File: src/design/battery_current_limit_derating_defines.svh
// ----------------------------------------------------------------------------
// Battery current limit derating: assertion macros
// Concurrent assertion wrappers; define ASSERT_OFF to compile them out.
// ----------------------------------------------------------------------------
`ifndef BATTERY_CURRENT_LIMIT_DERATING_DEFINES_SVH
`define BATTERY_CURRENT_LIMIT_DERATING_DEFINES_SVH
`ifndef ASSERT_OFF
// Checked only while reset is released.
`define BCLD_ASSERT(lbl, clk, rst_n, prop, msg) \
    lbl: assert property (@(posedge clk) disable iff (!rst_n) (prop)) else $error(msg);
// Checked at every edge, reset included.
`define BCLD_ASSERT_ALWAYS(lbl, clk, prop, msg) \
    lbl: assert property (@(posedge clk) (prop)) else $error(msg);
`else
`define BCLD_ASSERT(lbl, clk, rst_n, prop, msg)
`define BCLD_ASSERT_ALWAYS(lbl, clk, prop, msg)
`endif
`endif

File: src/design/bcld_pkg.sv
// ----------------------------------------------------------------------------
// Battery current limit derating: package
// Beat types, breakpoint tables and the segment lookup helpers.
// ----------------------------------------------------------------------------
package bcld_pkg;

    localparam int CAP_W   = 20;
    localparam int IN_W    = 16;
    localparam int OUT_W   = 23;
    localparam int X_W     = 18;   // common signed domain for all table inputs
    localparam int SEG_W   = 4;
    localparam int FR_W    = 14;   // offset into a segment, up to its width
    localparam int Y_W     = 9;    // table values and slope magnitudes
    localparam int M_W     = 17;   // |dy| * offset, below 2^17 for these tables
    localparam int RCP_W   = 26;
    localparam int RCP_SH  = 31;
    localparam int C_W     = 11;   // signed interpolated limit
    localparam int PROD_W  = 29;   // limit * capacity
    localparam int D100_W  = 30;
    localparam int D100_SH = 36;
    localparam logic [D100_W-1:0] D100_RCP = 30'd687194768;  // ceil(2^36 / 100)
    localparam logic [CAP_W-1:0]  CAP_RESET = 20'd50000;

    localparam int Q_DEPTH = 4;
    localparam int Q_AW    = $clog2(Q_DEPTH);
    localparam int CNT_W   = $clog2(Q_DEPTH + 1);

    localparam int NUM_TBL = 6;
    localparam int PTS_MAX = 15;

    // Lane order: charge limits first, then discharge limits.
    localparam int TBL_TEMP_CHG = 0;
    localparam int TBL_SOC_CHG  = 1;
    localparam int TBL_CELL_CHG = 2;
    localparam int TBL_TEMP_DIS = 3;
    localparam int TBL_SOC_DIS  = 4;
    localparam int TBL_CELL_DIS = 5;

    // Short tables are padded with their last point, which never counts as a
    // breakpoint below the clamped input.
    localparam int TBL_X [NUM_TBL][PTS_MAX] = '{
        '{-250, 0, 50, 150, 350, 450, 550, 650, 650, 650, 650, 650, 650, 650, 650},
        '{0, 8500, 9000, 9500, 10000, 10000, 10000, 10000, 10000, 10000, 10000,
          10000, 10000, 10000, 10000},
        '{3000, 4100, 4200, 4200, 4200, 4200, 4200, 4200, 4200, 4200, 4200, 4200,
          4200, 4200, 4200},
        '{-250, -150, -100, -50, 0, 50, 100, 250, 300, 350, 450, 550, 600, 650, 700},
        '{0, 200, 500, 800, 1000, 1500, 2000, 5000, 10000, 10000, 10000, 10000,
          10000, 10000, 10000},
        '{3000, 3200, 3300, 3400, 3450, 3550, 4200, 4200, 4200, 4200, 4200, 4200,
          4200, 4200, 4200}
    };

    localparam int TBL_Y [NUM_TBL][PTS_MAX] = '{
        '{0, 0, 0, 300, 300, 200, 0, 0, 0, 0, 0, 0, 0, 0, 0},
        '{300, 300, 200, 100, 50, 50, 50, 50, 50, 50, 50, 50, 50, 50, 50},
        '{300, 300, 0, 0, 0, 0, 0, 0, 0, 0, 0, 0, 0, 0, 0},
        '{20, 20, 100, 150, 200, 450, 500, 500, 450, 400, 380, 380, 20, 20, 0},
        '{100, 100, 220, 220, 400, 400, 500, 500, 500, 500, 500, 500, 500, 500, 500},
        '{0, 0, 200, 250, 380, 500, 500, 500, 500, 500, 500, 500, 500, 500, 500}
    };

    typedef struct packed {
        logic signed [IN_W-1:0] max_temp;
        logic [IN_W-1:0]        charge_level;
        logic [IN_W-1:0]        high_cell_mv;
        logic [IN_W-1:0]        low_cell_mv;
    } t_in_item;

    typedef struct packed {
        logic [OUT_W-1:0] charge_limit_ma;
        logic [OUT_W-1:0] discharge_limit_ma;
    } t_out_item;

    typedef struct packed {
        logic [SEG_W-1:0] seg;
        logic [FR_W-1:0]  fr;
    } t_seg;

    typedef struct packed {
        t_seg [NUM_TBL-1:0] lane;
    } t_class_item;

    typedef struct packed {
        logic [Y_W-1:0]   y0;
        logic             dy_neg;
        logic [Y_W-1:0]   dy_mag;
        logic [RCP_W-1:0] rcp;
    } t_coef;

    typedef struct packed {
        logic [CNT_W-1:0] count;
    } t_q_stat;

    // ceil(2^31 / dx) for every segment width in the tables. With products
    // below 2^17 the high bits of product * reciprocal are the exact floor.
    function automatic logic [RCP_W-1:0] recip_of(input int dx);
        logic [RCP_W-1:0] r;
        unique case (dx)
            50:      r = 26'd42949673;
            100:     r = 26'd21474837;
            150:     r = 26'd14316558;
            200:     r = 26'd10737419;
            250:     r = 26'd8589935;
            300:     r = 26'd7158279;
            500:     r = 26'd4294968;
            650:     r = 26'd3303821;
            1100:    r = 26'd1952258;
            3000:    r = 26'd715828;
            5000:    r = 26'd429497;
            8500:    r = 26'd252646;
            default: r = '0;
        endcase
        return r;
    endfunction

    // Clamp to the table ends, then pick the segment and the offset into it.
    // The bottom clamp lands at the start of the first segment and the top
    // clamp at the end of the last one, so no clamp flag is needed.
    function automatic t_seg classify(input int tbl, input logic signed [X_W-1:0] x);
        logic signed [X_W-1:0] lo;
        logic signed [X_W-1:0] hi;
        logic signed [X_W-1:0] xc;
        logic signed [X_W-1:0] base;
        logic [SEG_W-1:0]      cnt;
        t_seg                  s;
        lo = X_W'(TBL_X[tbl][0]);
        hi = X_W'(TBL_X[tbl][PTS_MAX-1]);
        if (x < lo) begin
            xc = lo;
        end else if (x > hi) begin
            xc = hi;
        end else begin
            xc = x;
        end
        cnt = '0;
        for (int j = 0; j < PTS_MAX; j++) begin
            if (X_W'(TBL_X[tbl][j]) < xc) begin
                cnt = cnt + 4'd1;
            end
        end
        if (cnt == '0) begin
            cnt = 4'd1;
        end
        base  = X_W'(TBL_X[tbl][cnt - 4'd1]);
        s.seg = cnt;
        s.fr  = FR_W'(xc - base);
        return s;
    endfunction

    function automatic t_coef seg_coef(input int tbl, input logic [SEG_W-1:0] seg);
        int    x0;
        int    x1;
        int    y0;
        int    dy;
        t_coef c;
        x0       = TBL_X[tbl][seg - 4'd1];
        x1       = TBL_X[tbl][seg];
        y0       = TBL_Y[tbl][seg - 4'd1];
        dy       = TBL_Y[tbl][seg] - y0;
        c.y0     = Y_W'(y0);
        c.dy_neg = (dy < 0);
        c.dy_mag = Y_W'((dy < 0) ? -dy : dy);
        c.rcp    = recip_of(x1 - x0);
        return c;
    endfunction

endpackage

File: src/design/bcld_queue.sv
// ----------------------------------------------------------------------------
// Battery current limit derating: decoupling queue
// Small FIFO of classified beats between the front end and the back end.
// ----------------------------------------------------------------------------
module bcld_queue import bcld_pkg::*; (
    input  logic        i_clk,
    input  logic        i_rst_n,
    input  logic        i_wr_valid,
    output logic        o_wr_ready,
    input  t_class_item i_wr_data,
    output logic        o_rd_valid,
    input  logic        i_rd_ready,
    output t_class_item o_rd_data,
    output t_q_stat     o_stat
);

    t_class_item      r_mem [Q_DEPTH];
    logic [Q_AW-1:0]  r_wr_ptr;
    logic [Q_AW-1:0]  r_rd_ptr;
    logic [CNT_W-1:0] r_count;
    logic             push;
    logic             pop;

    assign o_wr_ready = (r_count != CNT_W'(Q_DEPTH));
    assign o_rd_valid = (r_count != '0);
    assign push       = i_wr_valid && o_wr_ready;
    assign pop        = o_rd_valid && i_rd_ready;
    assign o_rd_data  = r_mem[r_rd_ptr];
    assign o_stat     = '{count: r_count};

    always_ff @(posedge i_clk) begin
        if (!i_rst_n) begin
            r_wr_ptr <= '0;
            r_rd_ptr <= '0;
            r_count  <= '0;
        end else begin
            if (push) begin
                r_wr_ptr <= (r_wr_ptr == Q_AW'(Q_DEPTH - 1)) ? '0 : r_wr_ptr + 1'b1;
            end
            if (pop) begin
                r_rd_ptr <= (r_rd_ptr == Q_AW'(Q_DEPTH - 1)) ? '0 : r_rd_ptr + 1'b1;
            end
            if (push && !pop) begin
                r_count <= r_count + 1'b1;
            end else if (pop && !push) begin
                r_count <= r_count - 1'b1;
            end
        end
    end

    always_ff @(posedge i_clk) begin
        if (push) begin
            r_mem[r_wr_ptr] <= i_wr_data;
        end
    end

endmodule

File: config.mk
export PLATFORM = sky130hd
export DESIGN_NAME = bcld_queue
export DESIGN_NICKNAME = d
export VERILOG_FILES = /design/src/design/battery_current_limit_derating_defines.svh /design/src/design/bcld_pkg.sv /design/src/design/bcld_queue.sv
export SDC_FILE = /design/constraint.sdc
export NUM_CORES = 1
export LEC_CHECK = 0
export BUFFER_PORTS_ARGS = -buffer_cell sky130_fd_sc_hd__buf_2
export CORE_ASPECT_RATIO = 0.75
export CORE_MARGIN = 4
export CORE_UTILIZATION = 35
export CTS_BUF_LIST = sky130_fd_sc_hd__clkbuf_4 sky130_fd_sc_hd__clkbuf_8
export CTS_CLUSTER_DIAMETER = 30
export DETAILED_ROUTE_END_ITERATION = 10
export GPL_ROUTABILITY_DRIVEN = 0
export GPL_TIMING_DRIVEN = 0
export MAX_ROUTING_LAYER = met4
export PLACE_DENSITY = 0.51
export SYNTH_ARGS = -nofsm -noshare
export SYNTH_HDL_FRONTEND = slang
export SYNTH_SLANG_ARGS = --single-unit
export TNS_END_PERCENT = 30
File: constraint.sdc
create_clock -name i_clk -period 4.6 [get_ports i_clk]
set_input_delay 1.38 -clock i_clk [delete_from_list [all_inputs] [get_ports i_clk]]
set_output_delay 1.38 -clock i_clk [all_outputs]
set_load 0.05 [all_outputs]
==> results of run 1 <==
==> cell usage in the layout, fill, tap and decap left out, types with 2 or more instances in the layout <==
master      synthesis  layout
edfxtp_1          432     432
buf_2              12     236
mux4_2            108     108
clkbuf_8            0      93
clkinvlp_4          0      15
bufinv_16           0      13
clkinv_1            0      11
clkbuf_4            0      10
clkinv_2            0      10
diode_2             0       9
dfxtp_1             9       9
buf_16              0       8
clkbuf_1            6       6
ha_1                6       6
nand2_1             5       5
buf_6               4       4
and3_4              0       4
o21ai_0             4       4
buf_4               3       3
inv_1               3       3
clkinv_4            0       3
or3_2               2       2
nor2_1              2       2
nand3_1             2       2
mux2i_1             2       2
inv_6               0       2
==> through the flow <==
step,cells,power [W]
floorplan,615,0.007760
global placement,1425,0.008681
detailed placement,1433,0.008728
CTS,1590,0.01318
global route,1598,0.01357
finish,1599,0.01294
==> flip-flops by register name, summed over array words and instances, names as in the netlist, named ones only <==
| name | cells |
|---|---|
| r_mem | 432 |
| o_stat | 3 |
| r_rd_ptr | 2 |
| r_wr_ptr | 2 |
==> layout make-up <==
class                           count  area share
Sequential cell                   441      0.6530
Multi-Input combinational cell    145      0.1357
Clock buffer                      103     0.06728
Timing Repair Buffer              232     0.06659
Tap cell                          586     0.03640
Clock inverter                     54     0.03168
Buffer                             26    0.007703
Antenna cell                        9    0.001118
Inverter                            3   0.0005591
==> where the power goes <==
group | switching, W | internal [W] | total (W) | leakage (nW)
logic | 0.00252 | 0.00108 | 0.00360 | 1.80
registers | 0.0000936 | 0.00487 | 0.00496 | 4.03
clock network | 0.00167 | 0.00271 | 0.00438 | 0.978
total | 0.00428 | 0.00866 | 0.0129 | 6.81
==> cell families after synthesis <==
group	count (synthesis)	synth area share
fa+ha+maj	7	0.005930
xor+xnor	2	0.001092
simple gates	20	0.007335
flops	441	0.8202
buf+inv	29	0.01038
compound gates	6	0.002185
mux	110	0.1529
==> layer usage <==
metal  GRT usage  part of all wire  vias to the layer above
li1            -                 -                     3350
met5           -                 0                        -
met1      0.1704              0.43                     3863
met2      0.2031              0.47                      205
met4     0.04262             0.021                        0
met3     0.06068             0.083                       58
==> critical path: cells and delay by family, from the launching register on <==
family / cells / cell delay [ns]
buffers and inverters: 4 / 1.25
muxes: 1 / 0.37
DFF: 1 / 0.30
==> worst max path at each step <==
stage                                        end  depth (start not counted)
after detailed placement           o_rd_data[73]                          5
after global placement    r_mem[1][75]$_DFFE_PP_                          2
final                              o_rd_data[73]                          5
after CTS                          o_rd_data[73]                          5
after floorplan            r_mem[3][0]$_DFFE_PP_                          1
after global routing               o_rd_data[73]                          5
==> impl_metrics.yaml, run 1 <==
run_status:
  status: "completed"
finish:
  fin_area_sq_mm: 0.02014
  drive_above_1_share: 0.5110
  nets: 1057
  seqCellArea_sq_mm: 0.01315
  fin_util: 0.4474
  area_growth_pct: 25.60
  nFillCells: 3842
  multi_input_comb_area_sq_mm: 0.002733
cts:
  numCtsBuffers: 89
  clk_pin_slew_ns: 0.06
  root_buffer: "clkbuf_8"
  post_cts_buffers: 0
  cts_sinks: 441
  cts_hold_buf: 0
  htreeDepth: 3
  clock_latency_ns: 0.61
  cts_resized: 0
  clockBufferDepth: 3
  cts_tree: "built"
route:
  wl_per_cell_um: 20.47
  antenna_left: 0
  drt-initial-drc-count: 375
  route.detailed.drc: 0
  num_vias: 7476
  first_pass_iters: 4
  wl_um: 32730
  via_per_inst: 4.675
placed_design:
  dp_hpwl_um: 19810
  port_buffers: 224
  pre_cts_ws_ns: 1.253
  place_area_sq_mm: 0.01813
synth:
  synth_seq_cells: 441
  synth_most_common_cell: "edfxtp_1"
  yosysWarningCount: 0
  ys_types: 27
  ys_async_sr_fraction: 0
  ys_top_cells_by_count: "edfxtp_1, mux4_2, buf_2"
  yosysTopAreaCell: "edfxtp_1"
  synth_ff_type: "edfxtp_1"
  synth.net_count: 734
  syn_inst: 615
  avgSynthCellArea_sq_um: 26.08
  syn-cell-area_sq_mm: 0.01604
  synth_top_area_share: 0.8089
  synth-seq-area-share: 0.8202
  synthTopCellsByArea: "edfxtp_1, mux4_2, dfxtp_1"
  synth_edf_count: 432
pwr:
  powerDensity_mw_per_mm2: 642.4
  p_leak_nw: 6.808
  ir_worst_vdd_mv: 0.2736
floorplan:
  ios: 225
  dieArea_sq_mm: 0.04934
  core_sq_mm: 0.04502
  rows: 67
  die_x_um: 255.2
  die_h_um: 193.4
  start_util: 0.3562
critical_path:
  rrSetupSlack_ns: 2.08
  crit_chain: "buf_2 > buf_2 > buf_2 > mux4_2 > buf_2"
  critical_path_class: "register to output pin"
  cpPeakStageDelay_ns: 0.37
  ff2ff_path_depth: 7
  worst-path-max-fanout: 10
  required_ns: 3.22
  start_kind: "register"
  worstPathArrival_ns: 2.54
  r2r_start: "o_stat[0]$_SDFFE_PN0P_"
  r2r-end: "o_stat[2]$_SDFFE_PN0P_"
  critPathMostFrequentCell: "buf_2"
  cp_slowest_cell: "mux4_2"
  crit_path_end_kind: "output pin"
sta:
  period_needed_ns: 3.916
  hold_viol_final: 0
  setup_ws_ns: 0.6838
  fin_skew_ns: 0.02840
  setup_viol: 0
  fmax_mhz: 255.4
  slew_headroom: 0.5236
  rsz0062_at_grt: "no"
  fin_tns_setup_ns: 0
  slew_violations: 0
  worst_pin_slew_ns: 0.7146
  period_share: 0.8513
  hold_slack_ns: 0.5128
min_path:
  hold-path-cell-count: 2
  hold_path_end: "r_wr_ptr[1]$_SDFFE_PN0P_"
  hold_path_class: "register to register"
  hold_start: "r_wr_ptr[1]$_SDFFE_PN0P_"
run:
  maxCapViolations: 0
grt:
  globalRouteOverflowTotal: 0
  antenna_found_initial: 8
  grt_start_max_net_pins: 54
  grt_usage: 0.1370
  grt_pass1_vias: 8172
  grt_pass1_wl_um: 49620
(Power assumes the default switching activity.)
==> run 2: changes to the inputs <==
- RECOVER_POWER: not set -> 50
==> run 2 against run 1 <==
Total power decreased by 0.17%. Clock skew is 0.0049 ns higher. Cell area down 0.80%. Core utilization down 0.36 points. Cell count fell by 0.13%. Via count rose by 0.39%. Critical path depth unchanged. Flip-flop and latch count stayed put. Highest routed layer unchanged. Register-to-register slack worse by 0.14 ns. Largest power group unchanged. Maximum frequency about the same. Hold slack barely moved. Combinational power hardly changed.
==> impl_metrics.yaml, run 2 (same netlist as run 1, synthesis figures left out) <==
cts:
  numCtsBuffers: 89
  clockBufferDepth: 3
  cts_resized: 0
  clk_pin_slew_ns: 0.06
  cts_sinks: 441
  cts_tree: "built"
  root_buffer: "clkbuf_8"
  cts_hold_buf: 0
  htreeDepth: 3
  clock_latency_ns: 0.61
  post_cts_buffers: 0
critical_path:
  critPathMostFrequentCell: "buf_2"
  cp_slowest_cell: "mux4_2"
  critical_path_class: "register to output pin"
  start_kind: "register"
  worstPathArrival_ns: 2.54
  crit_chain: "buf_2 > buf_2 > buf_2 > mux4_2 > buf_2"
  path_buf_inv: 4
  cpLargestDelayFamily: "buffers and inverters"
  crit_path_end_kind: "output pin"
  worst-path-max-fanout: 10
  required_ns: 3.22
  cpPeakStageDelay_ns: 0.37
finish:
  nets: 1057
  multi_input_comb_area_sq_mm: 0.002713
  seqCellArea_sq_mm: 0.01315
  mostFrequentLayoutCell: "edfxtp_1"
  drive_above_1_share: 0.3984
  nFillCells: 3900
  area_growth_pct: 24.59
  fin_util: 0.4438
  mostFrequentLayoutCells: "edfxtp_1, buf_2, clkbuf_1, mux4_2, clkbuf_8"
  largest_register_ffs: 432
  top_register: "r_mem"
  fin_cells: 1597
route:
  route.detailed.drc: 0
  num_vias: 7505
  via_per_inst: 4.699
  first_pass_iters: 4
  drt-initial-drc-count: 373
  wl_um: 32700
  antenna_left: 0
  wl_per_cell_um: 20.48
sta:
  slew_headroom: 0.2603
  hold_slack_ns: 0.5126
  rsz0062_at_grt: "no"
  slew_violations: 0
  hold_viol_final: 0
  fmax_mhz: 255.1
  period_share: 0.8520
  worst_pin_slew_ns: 1.110
  period_needed_ns: 3.919
  fin_tns_setup_ns: 0
  setup_viol: 0
  fin_skew_ns: 0.03331
placed_design:
  port_buffers: 224
  dp_hpwl_um: 19810
  placed_cells: 1433
pwr:
  p_leak_nw: 6.514
  ir_worst_vdd_mv: 0.2708
  p_total_w: 0.01292
  powerDensity_mw_per_mm2: 646.5
min_path:
  hold_path_class: "register to register"
grt:
  antenna_found_initial: 6
  grt_pass1_vias: 8172
  grt_pass1_wl_um: 49620
  grt_usage: 0.1370
  globalRouteOverflowTotal: 0
  grt_start_max_net_pins: 54
run:
  maxCapViolations: 0
floorplan:
  die_x_um: 255.2
  core_sq_mm: 0.04502
  start_util: 0.3562
  dieArea_sq_mm: 0.04934
  ios: 225
  rows: 67
  die_h_um: 193.4
run_status:
  status: "completed"
-- run 2: changes by cell type in the layout (fill, tap and decap cells not counted) --
cell,change
clkbuf_1,+109
diode_2,-2
and3_4,-4
and3_1,+4
buf_2,-109
-- run 2: worst paths after layout --
check	end	from	slack, ns	cells after the start
hold reg to reg	r_wr_ptr[1]$_SDFFE_PN0P_	r_wr_ptr[1]$_SDFFE_PN0P_	0.51	2
setup / recovery	o_rd_data[79]	register	0.68	5
hold / removal	r_wr_ptr[1]$_SDFFE_PN0P_	r_wr_ptr[1]$_SDFFE_PN0P_	0.51	2
setup reg to reg	r_mem[3][80]$_DFFE_PP_	o_stat[0]$_SDFFE_PN0P_	1.94	5
-- run 2: layout make-up --
class                      instances  share of cell area
sequential                       441              0.6583
multi-input combinational        145              0.1358
clock buffer                     103             0.06782
timing repair buffer             232             0.06030
tap                              586             0.03670
clock inverter                    54             0.03194
buffer                            26            0.007765
antenna                            7           0.0008767
inverter                           3           0.0005636
-- run 2: per-layer routing --
metal,part of all wire,vias to the layer above,global-route usage
li1,-,3347,-
met2,0.47,220,0.2031
met4,0.022,0,0.04262
met5,0,-,-
met1,0.42,3880,0.1704
met3,0.086,58,0.06068
-- run 2: stage by stage --
stage / setup slack, ns / instance area [sq um]
floorplan: 1.421 / 16040
global placement: 0.07030 / 17890
detailed placement: 1.253 / 18130
CTS: 0.5455 / 20120
global route: 0.5051 / 19980
finish: 0.6807 / 19980
-- run 2: worst register-to-register path: stages, from the launching register on --
cell and delay [ns]:
dfxtp_1 0.44, or3b_1 0.14, clkbuf_2 0.15, and3_1 0.84, buf_16 0.34, buf_16 0.29
-- run 2: report_power, final --
part | switching, W | internal [W] | leakage, nW
Combinational | 0.00252 | 0.00106 | 1.50
Clock | 0.00166 | 0.00271 | 0.978
Sequential | 0.0000933 | 0.00487 | 4.03
Total | 0.00427 | 0.00864 | 6.51
