File: src/design/battery_current_limit_derating_defines.svh
// ----------------------------------------------------------------------------
// Battery current limit derating: assertion macros
// Concurrent assertion wrappers; define ASSERT_OFF to compile them out.
// ----------------------------------------------------------------------------
`ifndef BATTERY_CURRENT_LIMIT_DERATING_DEFINES_SVH
`define BATTERY_CURRENT_LIMIT_DERATING_DEFINES_SVH
`ifndef ASSERT_OFF
// Checked only while reset is released.
`define BCLD_ASSERT(lbl, clk, rst_n, prop, msg) \
    lbl: assert property (@(posedge clk) disable iff (!rst_n) (prop)) else $error(msg);
// Checked at every edge, reset included.
`define BCLD_ASSERT_ALWAYS(lbl, clk, prop, msg) \
    lbl: assert property (@(posedge clk) (prop)) else $error(msg);
`else
`define BCLD_ASSERT(lbl, clk, rst_n, prop, msg)
`define BCLD_ASSERT_ALWAYS(lbl, clk, prop, msg)
`endif
`endif

File: src/design/bcld_pkg.sv
// ----------------------------------------------------------------------------
// Battery current limit derating: package
// Beat types, breakpoint tables and the segment lookup helpers.
// ----------------------------------------------------------------------------
package bcld_pkg;

    localparam int CAP_W   = 20;
    localparam int IN_W    = 16;
    localparam int OUT_W   = 23;
    localparam int X_W     = 18;   // common signed domain for all table inputs
    localparam int SEG_W   = 4;
    localparam int FR_W    = 14;   // offset into a segment, up to its width
    localparam int Y_W     = 9;    // table values and slope magnitudes
    localparam int M_W     = 17;   // |dy| * offset, below 2^17 for these tables
    localparam int RCP_W   = 26;
    localparam int RCP_SH  = 31;
    localparam int C_W     = 11;   // signed interpolated limit
    localparam int PROD_W  = 29;   // limit * capacity
    localparam int D100_W  = 30;
    localparam int D100_SH = 36;
    localparam logic [D100_W-1:0] D100_RCP = 30'd687194768;  // ceil(2^36 / 100)
    localparam logic [CAP_W-1:0]  CAP_RESET = 20'd50000;

    localparam int Q_DEPTH = 4;
    localparam int Q_AW    = $clog2(Q_DEPTH);
    localparam int CNT_W   = $clog2(Q_DEPTH + 1);

    localparam int NUM_TBL = 6;
    localparam int PTS_MAX = 15;

    // Lane order: charge limits first, then discharge limits.
    localparam int TBL_TEMP_CHG = 0;
    localparam int TBL_SOC_CHG  = 1;
    localparam int TBL_CELL_CHG = 2;
    localparam int TBL_TEMP_DIS = 3;
    localparam int TBL_SOC_DIS  = 4;
    localparam int TBL_CELL_DIS = 5;

    // Short tables are padded with their last point, which never counts as a
    // breakpoint below the clamped input.
    localparam int TBL_X [NUM_TBL][PTS_MAX] = '{
        '{-250, 0, 50, 150, 350, 450, 550, 650, 650, 650, 650, 650, 650, 650, 650},
        '{0, 8500, 9000, 9500, 10000, 10000, 10000, 10000, 10000, 10000, 10000,
          10000, 10000, 10000, 10000},
        '{3000, 4100, 4200, 4200, 4200, 4200, 4200, 4200, 4200, 4200, 4200, 4200,
          4200, 4200, 4200},
        '{-250, -150, -100, -50, 0, 50, 100, 250, 300, 350, 450, 550, 600, 650, 700},
        '{0, 200, 500, 800, 1000, 1500, 2000, 5000, 10000, 10000, 10000, 10000,
          10000, 10000, 10000},
        '{3000, 3200, 3300, 3400, 3450, 3550, 4200, 4200, 4200, 4200, 4200, 4200,
          4200, 4200, 4200}
    };

    localparam int TBL_Y [NUM_TBL][PTS_MAX] = '{
        '{0, 0, 0, 300, 300, 200, 0, 0, 0, 0, 0, 0, 0, 0, 0},
        '{300, 300, 200, 100, 50, 50, 50, 50, 50, 50, 50, 50, 50, 50, 50},
        '{300, 300, 0, 0, 0, 0, 0, 0, 0, 0, 0, 0, 0, 0, 0},
        '{20, 20, 100, 150, 200, 450, 500, 500, 450, 400, 380, 380, 20, 20, 0},
        '{100, 100, 220, 220, 400, 400, 500, 500, 500, 500, 500, 500, 500, 500, 500},
        '{0, 0, 200, 250, 380, 500, 500, 500, 500, 500, 500, 500, 500, 500, 500}
    };

    typedef struct packed {
        logic signed [IN_W-1:0] max_temp;
        logic [IN_W-1:0]        charge_level;
        logic [IN_W-1:0]        high_cell_mv;
        logic [IN_W-1:0]        low_cell_mv;
    } t_in_item;

    typedef struct packed {
        logic [OUT_W-1:0] charge_limit_ma;
        logic [OUT_W-1:0] discharge_limit_ma;
    } t_out_item;

    typedef struct packed {
        logic [SEG_W-1:0] seg;
        logic [FR_W-1:0]  fr;
    } t_seg;

    typedef struct packed {
        t_seg [NUM_TBL-1:0] lane;
    } t_class_item;

    typedef struct packed {
        logic [Y_W-1:0]   y0;
        logic             dy_neg;
        logic [Y_W-1:0]   dy_mag;
        logic [RCP_W-1:0] rcp;
    } t_coef;

    typedef struct packed {
        logic [CNT_W-1:0] count;
    } t_q_stat;

    // ceil(2^31 / dx) for every segment width in the tables. With products
    // below 2^17 the high bits of product * reciprocal are the exact floor.
    function automatic logic [RCP_W-1:0] recip_of(input int dx);
        logic [RCP_W-1:0] r;
        unique case (dx)
            50:      r = 26'd42949673;
            100:     r = 26'd21474837;
            150:     r = 26'd14316558;
            200:     r = 26'd10737419;
            250:     r = 26'd8589935;
            300:     r = 26'd7158279;
            500:     r = 26'd4294968;
            650:     r = 26'd3303821;
            1100:    r = 26'd1952258;
            3000:    r = 26'd715828;
            5000:    r = 26'd429497;
            8500:    r = 26'd252646;
            default: r = '0;
        endcase
        return r;
    endfunction

    // Clamp to the table ends, then pick the segment and the offset into it.
    // The bottom clamp lands at the start of the first segment and the top
    // clamp at the end of the last one, so no clamp flag is needed.
    function automatic t_seg classify(input int tbl, input logic signed [X_W-1:0] x);
        logic signed [X_W-1:0] lo;
        logic signed [X_W-1:0] hi;
        logic signed [X_W-1:0] xc;
        logic signed [X_W-1:0] base;
        logic [SEG_W-1:0]      cnt;
        t_seg                  s;
        lo = X_W'(TBL_X[tbl][0]);
        hi = X_W'(TBL_X[tbl][PTS_MAX-1]);
        if (x < lo) begin
            xc = lo;
        end else if (x > hi) begin
            xc = hi;
        end else begin
            xc = x;
        end
        cnt = '0;
        for (int j = 0; j < PTS_MAX; j++) begin
            if (X_W'(TBL_X[tbl][j]) < xc) begin
                cnt = cnt + 4'd1;
            end
        end
        if (cnt == '0) begin
            cnt = 4'd1;
        end
        base  = X_W'(TBL_X[tbl][cnt - 4'd1]);
        s.seg = cnt;
        s.fr  = FR_W'(xc - base);
        return s;
    endfunction

    function automatic t_coef seg_coef(input int tbl, input logic [SEG_W-1:0] seg);
        int    x0;
        int    x1;
        int    y0;
        int    dy;
        t_coef c;
        x0       = TBL_X[tbl][seg - 4'd1];
        x1       = TBL_X[tbl][seg];
        y0       = TBL_Y[tbl][seg - 4'd1];
        dy       = TBL_Y[tbl][seg] - y0;
        c.y0     = Y_W'(y0);
        c.dy_neg = (dy < 0);
        c.dy_mag = Y_W'((dy < 0) ? -dy : dy);
        c.rcp    = recip_of(x1 - x0);
        return c;
    endfunction

endpackage

File: src/design/bcld_front.sv
// ----------------------------------------------------------------------------
// Battery current limit derating: front end
// Takes input beats and finds the segment and offset in all six tables.
// ----------------------------------------------------------------------------
module bcld_front import bcld_pkg::*; (
    input  logic        i_clk,
    input  logic        i_rst_n,
    input  logic        i_in_valid,
    output logic        o_in_ready,
    input  t_in_item    i_in_data,
    output logic        o_wr_valid,
    input  logic        i_wr_ready,
    output t_class_item o_wr_data
);

    logic signed [X_W-1:0] temp_x;
    logic signed [X_W-1:0] soc_x;
    logic signed [X_W-1:0] hcell_x;
    logic signed [X_W-1:0] lcell_x;
    logic                  r_busy;

    // Temperature is signed; the other fields are zero extended.
    assign temp_x  = X_W'(i_in_data.max_temp);
    assign soc_x   = {2'b00, i_in_data.charge_level};
    assign hcell_x = {2'b00, i_in_data.high_cell_mv};
    assign lcell_x = {2'b00, i_in_data.low_cell_mv};

    always_comb begin
        o_wr_data.lane[TBL_TEMP_CHG] = classify(TBL_TEMP_CHG, temp_x);
        o_wr_data.lane[TBL_SOC_CHG]  = classify(TBL_SOC_CHG, soc_x);
        o_wr_data.lane[TBL_CELL_CHG] = classify(TBL_CELL_CHG, hcell_x);
        o_wr_data.lane[TBL_TEMP_DIS] = classify(TBL_TEMP_DIS, temp_x);
        o_wr_data.lane[TBL_SOC_DIS]  = classify(TBL_SOC_DIS, soc_x);
        o_wr_data.lane[TBL_CELL_DIS] = classify(TBL_CELL_DIS, lcell_x);
    end

    // Hold off intake for the cycle of reset release.
    always_ff @(posedge i_clk) begin
        if (!i_rst_n) begin
            r_busy <= 1'b1;
        end else begin
            r_busy <= 1'b0;
        end
    end

    assign o_wr_valid = i_in_valid && !r_busy;
    assign o_in_ready = i_wr_ready && !r_busy;

endmodule

File: config.mk
export PLATFORM = sky130hd
export DESIGN_NAME = bcld_front
export DESIGN_NICKNAME = d
export VERILOG_FILES = /design/src/design/battery_current_limit_derating_defines.svh /design/src/design/bcld_pkg.sv /design/src/design/bcld_front.sv
export SDC_FILE = /design/constraint.sdc
export NUM_CORES = 1
export LEC_CHECK = 0
export BUFFER_PORTS_ARGS = -buffer_cell sky130_fd_sc_hd__buf_2
export CELL_PAD_IN_SITES_DETAIL_PLACEMENT = 1
export CELL_PAD_IN_SITES_GLOBAL_PLACEMENT = 1
export CORE_MARGIN = 10
export CORE_UTILIZATION = 44
export CTS_CLUSTER_SIZE = 10
export DETAILED_ROUTE_END_ITERATION = 10
export GPL_TIMING_DRIVEN = 0
export PLACE_DENSITY_LB_ADDON = 0.1
export REMOVE_ABC_BUFFERS = 1
export SETUP_SLACK_MARGIN = 0.02
export SKIP_LAST_GASP = 1
export SLEW_MARGIN = 20
export SYNTH_ARGS = -nofsm -noshare
export SYNTH_HDL_FRONTEND = slang
export SYNTH_SLANG_ARGS = --single-unit
File: constraint.sdc
create_clock -name i_clk -period 31.2 [get_ports i_clk]
set_input_delay 6.24 -clock i_clk [delete_from_list [all_inputs] [get_ports i_clk]]
set_output_delay 6.24 -clock i_clk [all_outputs]
set_load 0.01 [all_outputs]
==> out/results.txt, run 1 <==
status -> complete, no violations
largest reg by FF count -> r_busy
Rows -> 49
number of remaining DRC errors -> 0
crit end category -> output port
Post-Synthesis Cells -> 1,159
cts repair resizes -> 0
Synth Area per Inst -> 7.100 um^2
CORE AREA -> 0.01821 mm^2
max FFs per register -> 1
Regs by FF count -> r_busy (1)
vias in the first global route -> 9,081
max-cap viol count -> 0
Die Width -> 156.8 um
critical path type -> in -> out
Routed WL -> 27.39 mm
Design Area, Final -> 0.009186 mm^2
Starting Density -> 45.19%
worst setup margin -> 3518 ps
die area -> 0.02457 mm^2
Layout area overhead -> 11.63%
final setup TNS -> 0 ps
top post-synthesis cells by area -> ha_1 (18%), xnor2_1 (6.7%), xor2_1 (5.3%)
HP Class -> in -> reg
final hold viol count -> 0
# setup viols final -> 0
I/O pin cnt -> 178
Worst slew margin -> 28.91%
WP data required -> 24,960 ps
minimum clock period -> 27,680 ps
router iterations before antenna repair -> 5
crit path DAT -> 21,440 ps
post-synth top area share -> 18.25%
first-pass GRT wire length -> 45.07 mm
hold path start -> i_rst_n
GPL Wtd Cong -> 0.9016
routed via count -> 8,799
sequential power share -> 0.1%
RSZ-0062 raised after global routing -> false
Worst-path clk slew -> 0 ps
Crit. Startpoint -> i_in_data[63]
Critical path buffers and inverters -> 9
share of total power in the clock network -> 0%
Comb pwr share -> 99.9%
synthesized area -> 0.008229 mm^2
pin count of the biggest net entering global routing -> 35
Avg WL per Cell -> 18.06 um
Async SR Flop Fraction -> 0%
sw frac -> 57.81%
Synth Register Bits -> 1
Worst-Margin Slew -> 1061 ps
DP HPWL -> 23.33 mm
delay-heaviest family, CP -> compound AO/OA/AOI/OAI gates
final slew viol count -> 0
Post-CTS Setup Bufs -> 0
area of the multi-input gates -> 0.007607 mm^2
cell leakage power -> 4.496 nW
Post-synth EDFFs -> 0
post-synth top area cell -> ha_1
number of buffers inserted by port buffering -> 174
FMAX -> 36.12 MHz
Post-Place Worst Slack -> 3594 ps
Ant. Diodes -> 0
fin nets -> 1,483
Initial DRC Count -> 325
fin crit share -> 88.72%
Reg area -> 20.02 um^2
VDD IR max -> 0.09745 mV
layout cell share with drive strength beyond 1 -> 19.57%
pwr/cell area -> 139.0 mW/mm^2
Die Ht -> 156.8 um
CP most frequent cell -> ha_1
top cells by count, synth -> ha_1 (120), inv_1 (100), nand2_1 (97)
slowest cell on the critical path -> clkinv_1
placed cell areas -> 0.009186 mm^2
most numerous cell in the Yosys netlist -> ha_1
vias per inst -> 5.800
post-synthesis sequential area ratio -> 0.2433%
Psw -> 0.7383 mW
GRT overflow -> 0
GRT Overall Usage -> 21.22%
Synth warnings -> 0
synth unique cells -> 108
CP max stage delay -> 860 ps
worst-path maximum fanout -> 34
internal power -> 0.5388 mW
Hold Buf Count CTS -> 0
Antenna Nets Post-Route -> 0
initial antenna violation count -> 0
ys flop type -> dfxtp_1
# fillers -> 2,445
Worst Setup Start Kind -> input pin
==> metal layers <==
| metal | wire (um) | global-route usage [%] |
|---|---|---|
| met2 | 13930 | 40.11 |
| met5 | 0 | 0 |
| met1 | 12210 | 26.21 |
| met3 | 1032 | 1.864 |
| met4 | 224 | 1.708 |
==> cells by family (layout without fill, tap and decap cells) <==
logic type / count (synthesis) / count (layout) / synth area share [%]
mux: 27 / 27 / 3.801
buf+inv: 155 / 281 / 7.450
fa+ha+maj: 127 / 127 / 19.72
flops: 1 / 1 / 0.2433
other cells: 2 / 5 / 0.09126
xor+xnor: 128 / 128 / 15.69
compound gates: 317 / 317 / 27.86
simple gates: 402 / 402 / 25.15
==> worst paths after layout <==
check | end | slack [ps] | cells after the start
setup / recovery | o_wr_data[64] | 3520 | 66
hold / removal | r_busy | 6390 | 2
==> through the flow <==
stage               utilization [%]  cells  power [mW]  hold slack, ps
floorplan                         -   1114      0.8750            6297
global placement              50.45   1517       1.268            6388
detailed placement            50.45   1517       1.294            6393
CTS                           50.45   1517       1.302            6394
global route                  50.45   1517       1.433            6406
finish                        50.45   1517       1.277            6394
==> power by group through the flow <==
stage / Clock [mW] / Combinational, mW / Sequential (mW)
3_3_place_gp: 0 / 1.27 / 0.00140
5_1_grt: 0 / 1.43 / 0.00142
2_1_floorplan: 0 / 0.874 / 0.00140
3_5_place_dp: 0 / 1.29 / 0.00141
6_report: 0 / 1.28 / 0.00141
4_1_cts: 0 / 1.30 / 0.00141
==> layout make-up <==
class                           count  area share [%]
Inverter                          107           4.372
Multi-Input combinational cell   1006           82.81
Sequential cell                     1          0.2179
Tap cell                          229           3.119
Timing Repair Buffer              174           9.480
==> placed cells by master, fill, tap and decap left out, types with 10 or more instances in the layout <==
master and instances:
xor2_1 50, or2_2 12, ha_1 120, o21ai_1 10, mux2_2 17, a211oi_1 11
or3_1 14, nor4_1 10, a21oi_1 72, nand3_1 35, and3_1 20, nor2_1 83
a31oi_1 11, nor2b_1 19, o21a_1 12, and2_1 20, a21o_1 40, nand4_1 10
nand2_1 97, inv_1 100, nand2b_1 25, xnor2_1 63, nor3_1 27, buf_2 174
o21ai_0 52
(Power assumes the default switching activity.)
==> inputs of run 2 (changes only) <==
--- a/config.mk
+++ b/config.mk
@@ -5,14 +5,14 @@
 export SDC_FILE = /design/constraint.sdc
 export NUM_CORES = 1
 export LEC_CHECK = 0
+export ABC_AREA = 1
 export BUFFER_PORTS_ARGS = -buffer_cell sky130_fd_sc_hd__buf_2
 export CELL_PAD_IN_SITES_DETAIL_PLACEMENT = 1
 export CELL_PAD_IN_SITES_GLOBAL_PLACEMENT = 1
 export CORE_MARGIN = 10
-export CORE_UTILIZATION = 44
+export CORE_UTILIZATION = 42
 export CTS_CLUSTER_SIZE = 10
 export DETAILED_ROUTE_END_ITERATION = 10
-export GPL_TIMING_DRIVEN = 0
 export PLACE_DENSITY_LB_ADDON = 0.1
 export REMOVE_ABC_BUFFERS = 1
 export SETUP_SLACK_MARGIN = 0.02
==> out/results.txt, run 2 <==
pin count of the biggest net entering global routing -> 30 (-14%)
sw frac -> 62.04% (+4.2 points)
WHS Endpoint -> r_busy
post-synth top area share -> 17.60% (-0.64 points)
layout cell share with drive strength beyond 1 -> 18.71% (-0.86 points)
Layout area overhead -> 12.99%
post-layout instance count excluding filler cells -> 1,954 (+29%)
met1 usage -> 26.33% (+0.12 points)
Post-Synthesis Cells -> 1,531 (+32%)
RSZ-0062 raised after global routing -> false
Worst-Margin Slew -> 844.5 ps (-216.9 ps)
CP max stage delay -> 640 ps (-220 ps)
placed cells -> 1,954 (+29%)
share of total power in the clock network -> 0% (unchanged)
top post-synthesis cells by area -> ha_1 (18%), nand2_1 (14%), inv_1 (13%)
first-pass GRT wire length -> 46.44 mm (+3.0%)
Routed WL -> 28.01 mm (+2.2%)
Post-CTS Setup Bufs -> 0 (unchanged)
routed via count -> 9,890 (+12%)
DP HPWL -> 25.46 mm (+9.2%)
VDD IR max -> 0.1203 mV (+23%)
Comb pwr share -> 99.8% (about the same)
met3 Usage GRT -> 2.781% (+0.92 points)
Antenna Nets Post-Route -> 0 (unchanged)
Die Width -> 162.5 um (+3.7%)
Psw -> 0.5328 mW (-28%)
Worst Setup Start Kind -> input pin
Starting Density -> 42.43% (-2.8 points)
FMAX -> 40.30 MHz (+12%)
Avg WL per Cell -> 14.33 um (-21%)
GPL Wtd Cong -> 0.9102 (+0.95%)
max FFs per register -> 1 (unchanged)
final slew viol count -> 0 (unchanged)
top cells by count, synth -> nand2_1 (319), inv_1 (302), nor2_1 (166)
fin nets -> 1,879 (+27%)
post-synthesis sequential area ratio -> 0.2347% (-0.0086 points)
HP Class -> in -> reg
number of remaining DRC errors -> 0 (unchanged)
Initial DRC Count -> 332 (+2.2%)
initial antenna violation count -> 1 (+1)
Synth Register Bits -> 1 (unchanged)
number of buffers inserted by port buffering -> 174 (unchanged)
WP data required -> 24,960 ps (about the same)
most numerous cell in the Yosys netlist -> nand2_1
Post-synth EDFFs -> 0 (unchanged)
Ant. Diodes -> 0 (unchanged)
slowest cell on the critical path -> buf_2
crit end category -> output port
status -> complete, no violations
met2 GRT Util -> 35.05% (-5.1 points)
GRT overflow -> 0 (unchanged)
cts repair resizes -> 0 (unchanged)
post-synth top area cell -> ha_1
Regs by FF count -> r_busy (1)
minimum clock period -> 24,820 ps (-2866 ps)
cell leakage power -> 5.676 nW (+26%)
CORE AREA -> 0.02010 mm^2 (+10%)
vias in the first global route -> 9,972 (+9.8%)
Synth Area per Inst -> 5.572 um^2 (-22%)
CP most frequent cell -> nand2_1
Design Area, Final -> 0.009639 mm^2 (+4.9%)
Rows -> 52 (+6.1%)
placed cell areas -> 0.009639 mm^2 (+4.9%)
most common cell after layout, fill and taps aside -> nand2_1
internal power -> 0.3260 mW (-39%)
ys flop type -> dfxtp_1
sequential power share -> 0.2% (about the same)
router iterations before antenna repair -> 5 (unchanged)
hold path start -> i_rst_n
I/O pin cnt -> 178 (unchanged)
global routing's busiest layer -> met2
commonest cells after routing, fill and taps aside -> nand2_1 (319), inv_1 (302), buf_2 (174)
Worst slew margin -> 43.70% (+15 points)
Worst-path clk slew -> 0 ps (unchanged)
Die Ht -> 162.5 um (+3.7%)
die area -> 0.02641 mm^2 (+7.5%)
synth unique cells -> 60 (-44%)
final setup TNS -> 0 ps (unchanged)
Async SR Flop Fraction -> 0% (unchanged)
vias per inst -> 5.061 (-13%)
fin crit share -> 79.54% (-9.2 points)
synthesized area -> 0.008531 mm^2 (+3.7%)
final hold viol count -> 0 (unchanged)
crit path DAT -> 18,580 ps (-2860 ps)
critical path type -> in -> out
max-cap viol count -> 0 (unchanged)
Synth warnings -> 0 (unchanged)
WHS Path Cells -> 2 (unchanged)
GRT Overall Usage -> 20.03% (-1.2 points)
Hold Buf Count CTS -> 0 (unchanged)
largest reg by FF count -> r_busy
worst-path maximum fanout -> 29 (-15%)
# setup viols final -> 0 (unchanged)
pwr/cell area -> 89.10 mW/mm^2 (-36%)
run 2: power by group through the flow:
stage | clock (mW) | combinational [mW] | sequential [mW]
floorplan | 0 | 0.592 | 0.00140
global placement | 0 | 0.845 | 0.00141
detailed placement | 0 | 0.865 | 0.00140
CTS | 0 | 0.870 | 0.00141
global route | 0 | 0.972 | 0.00141
finish | 0 | 0.857 | 0.00141
run 2: cells by family after synthesis:
logic type | Yosys count | share of synthesized area [%]
muxes | 2 | 0.2640
xor gates and xnor gates | 79 | 8.199
DFF | 1 | 0.2347
AOI/OAI and AO/OA | 221 | 15.58
and+or+nand+nor | 740 | 40.73
buffers and inverters | 361 | 16.13
adders and majority gates | 125 | 18.77
other | 2 | 0.08804
run 2: worst max-delay path by stage:
stage | endpoint | slack, ps | cells past startpoint | start
global placement | o_wr_data[63] | 6910 | 76 | i_in_data[63]
detailed placement | o_wr_data[66] | 6370 | 74 | i_in_data[63]
global route | o_wr_data[66] | 5080 | 74 | i_in_data[63]
CTS | o_wr_data[66] | 6330 | 74 | i_in_data[63]
finish | o_wr_data[63] | 6380 | 76 | i_in_data[63]
floorplan | o_wr_data[63] | 8190 | 79 | i_in_data[58]
run 2: cell type report:
type | count | area [um^2]
Sequential cell | 1 | 20.02
Inverter | 337 | 1265
Timing Repair Buffer | 174 | 870.8
Tap cell | 270 | 337.8
Fill cell | 2997 | 10470
Multi-Input combinational cell | 1172 | 7146
run 2: stage by stage:
stage	setup slack (ps)	utilization [%]	hold slack [ps]	power (mW)
final	6384	47.95	6390	0.8588
after global routing	5075	47.95	6408	0.9735
after CTS	6335	47.95	6393	0.8717
after detailed placement	6373	47.95	6393	0.8663
after global placement	6908	47.95	6388	0.8461
after floorplan	8185	-	6297	0.5937
run 2: worst max-delay path: cells and delay by family:
kind | cells | cell delay [ps]
AOI/OAI and AO/OA | 8 | 1240
adders and majority gates | 16 | 4370
buffers and inverters | 17 | 1990
and+or+nand+nor | 35 | 4710
run 2: metal layers:
| metal | part of all wire, % | vias up |
|---|---|---|
| met5 | 0 | - |
| met2 | 46 | 164 |
| met3 | 4.8 | 16 |
| met1 | 49 | 4557 |
| met4 | 0.85 | 0 |
| li1 | - | 5153 |
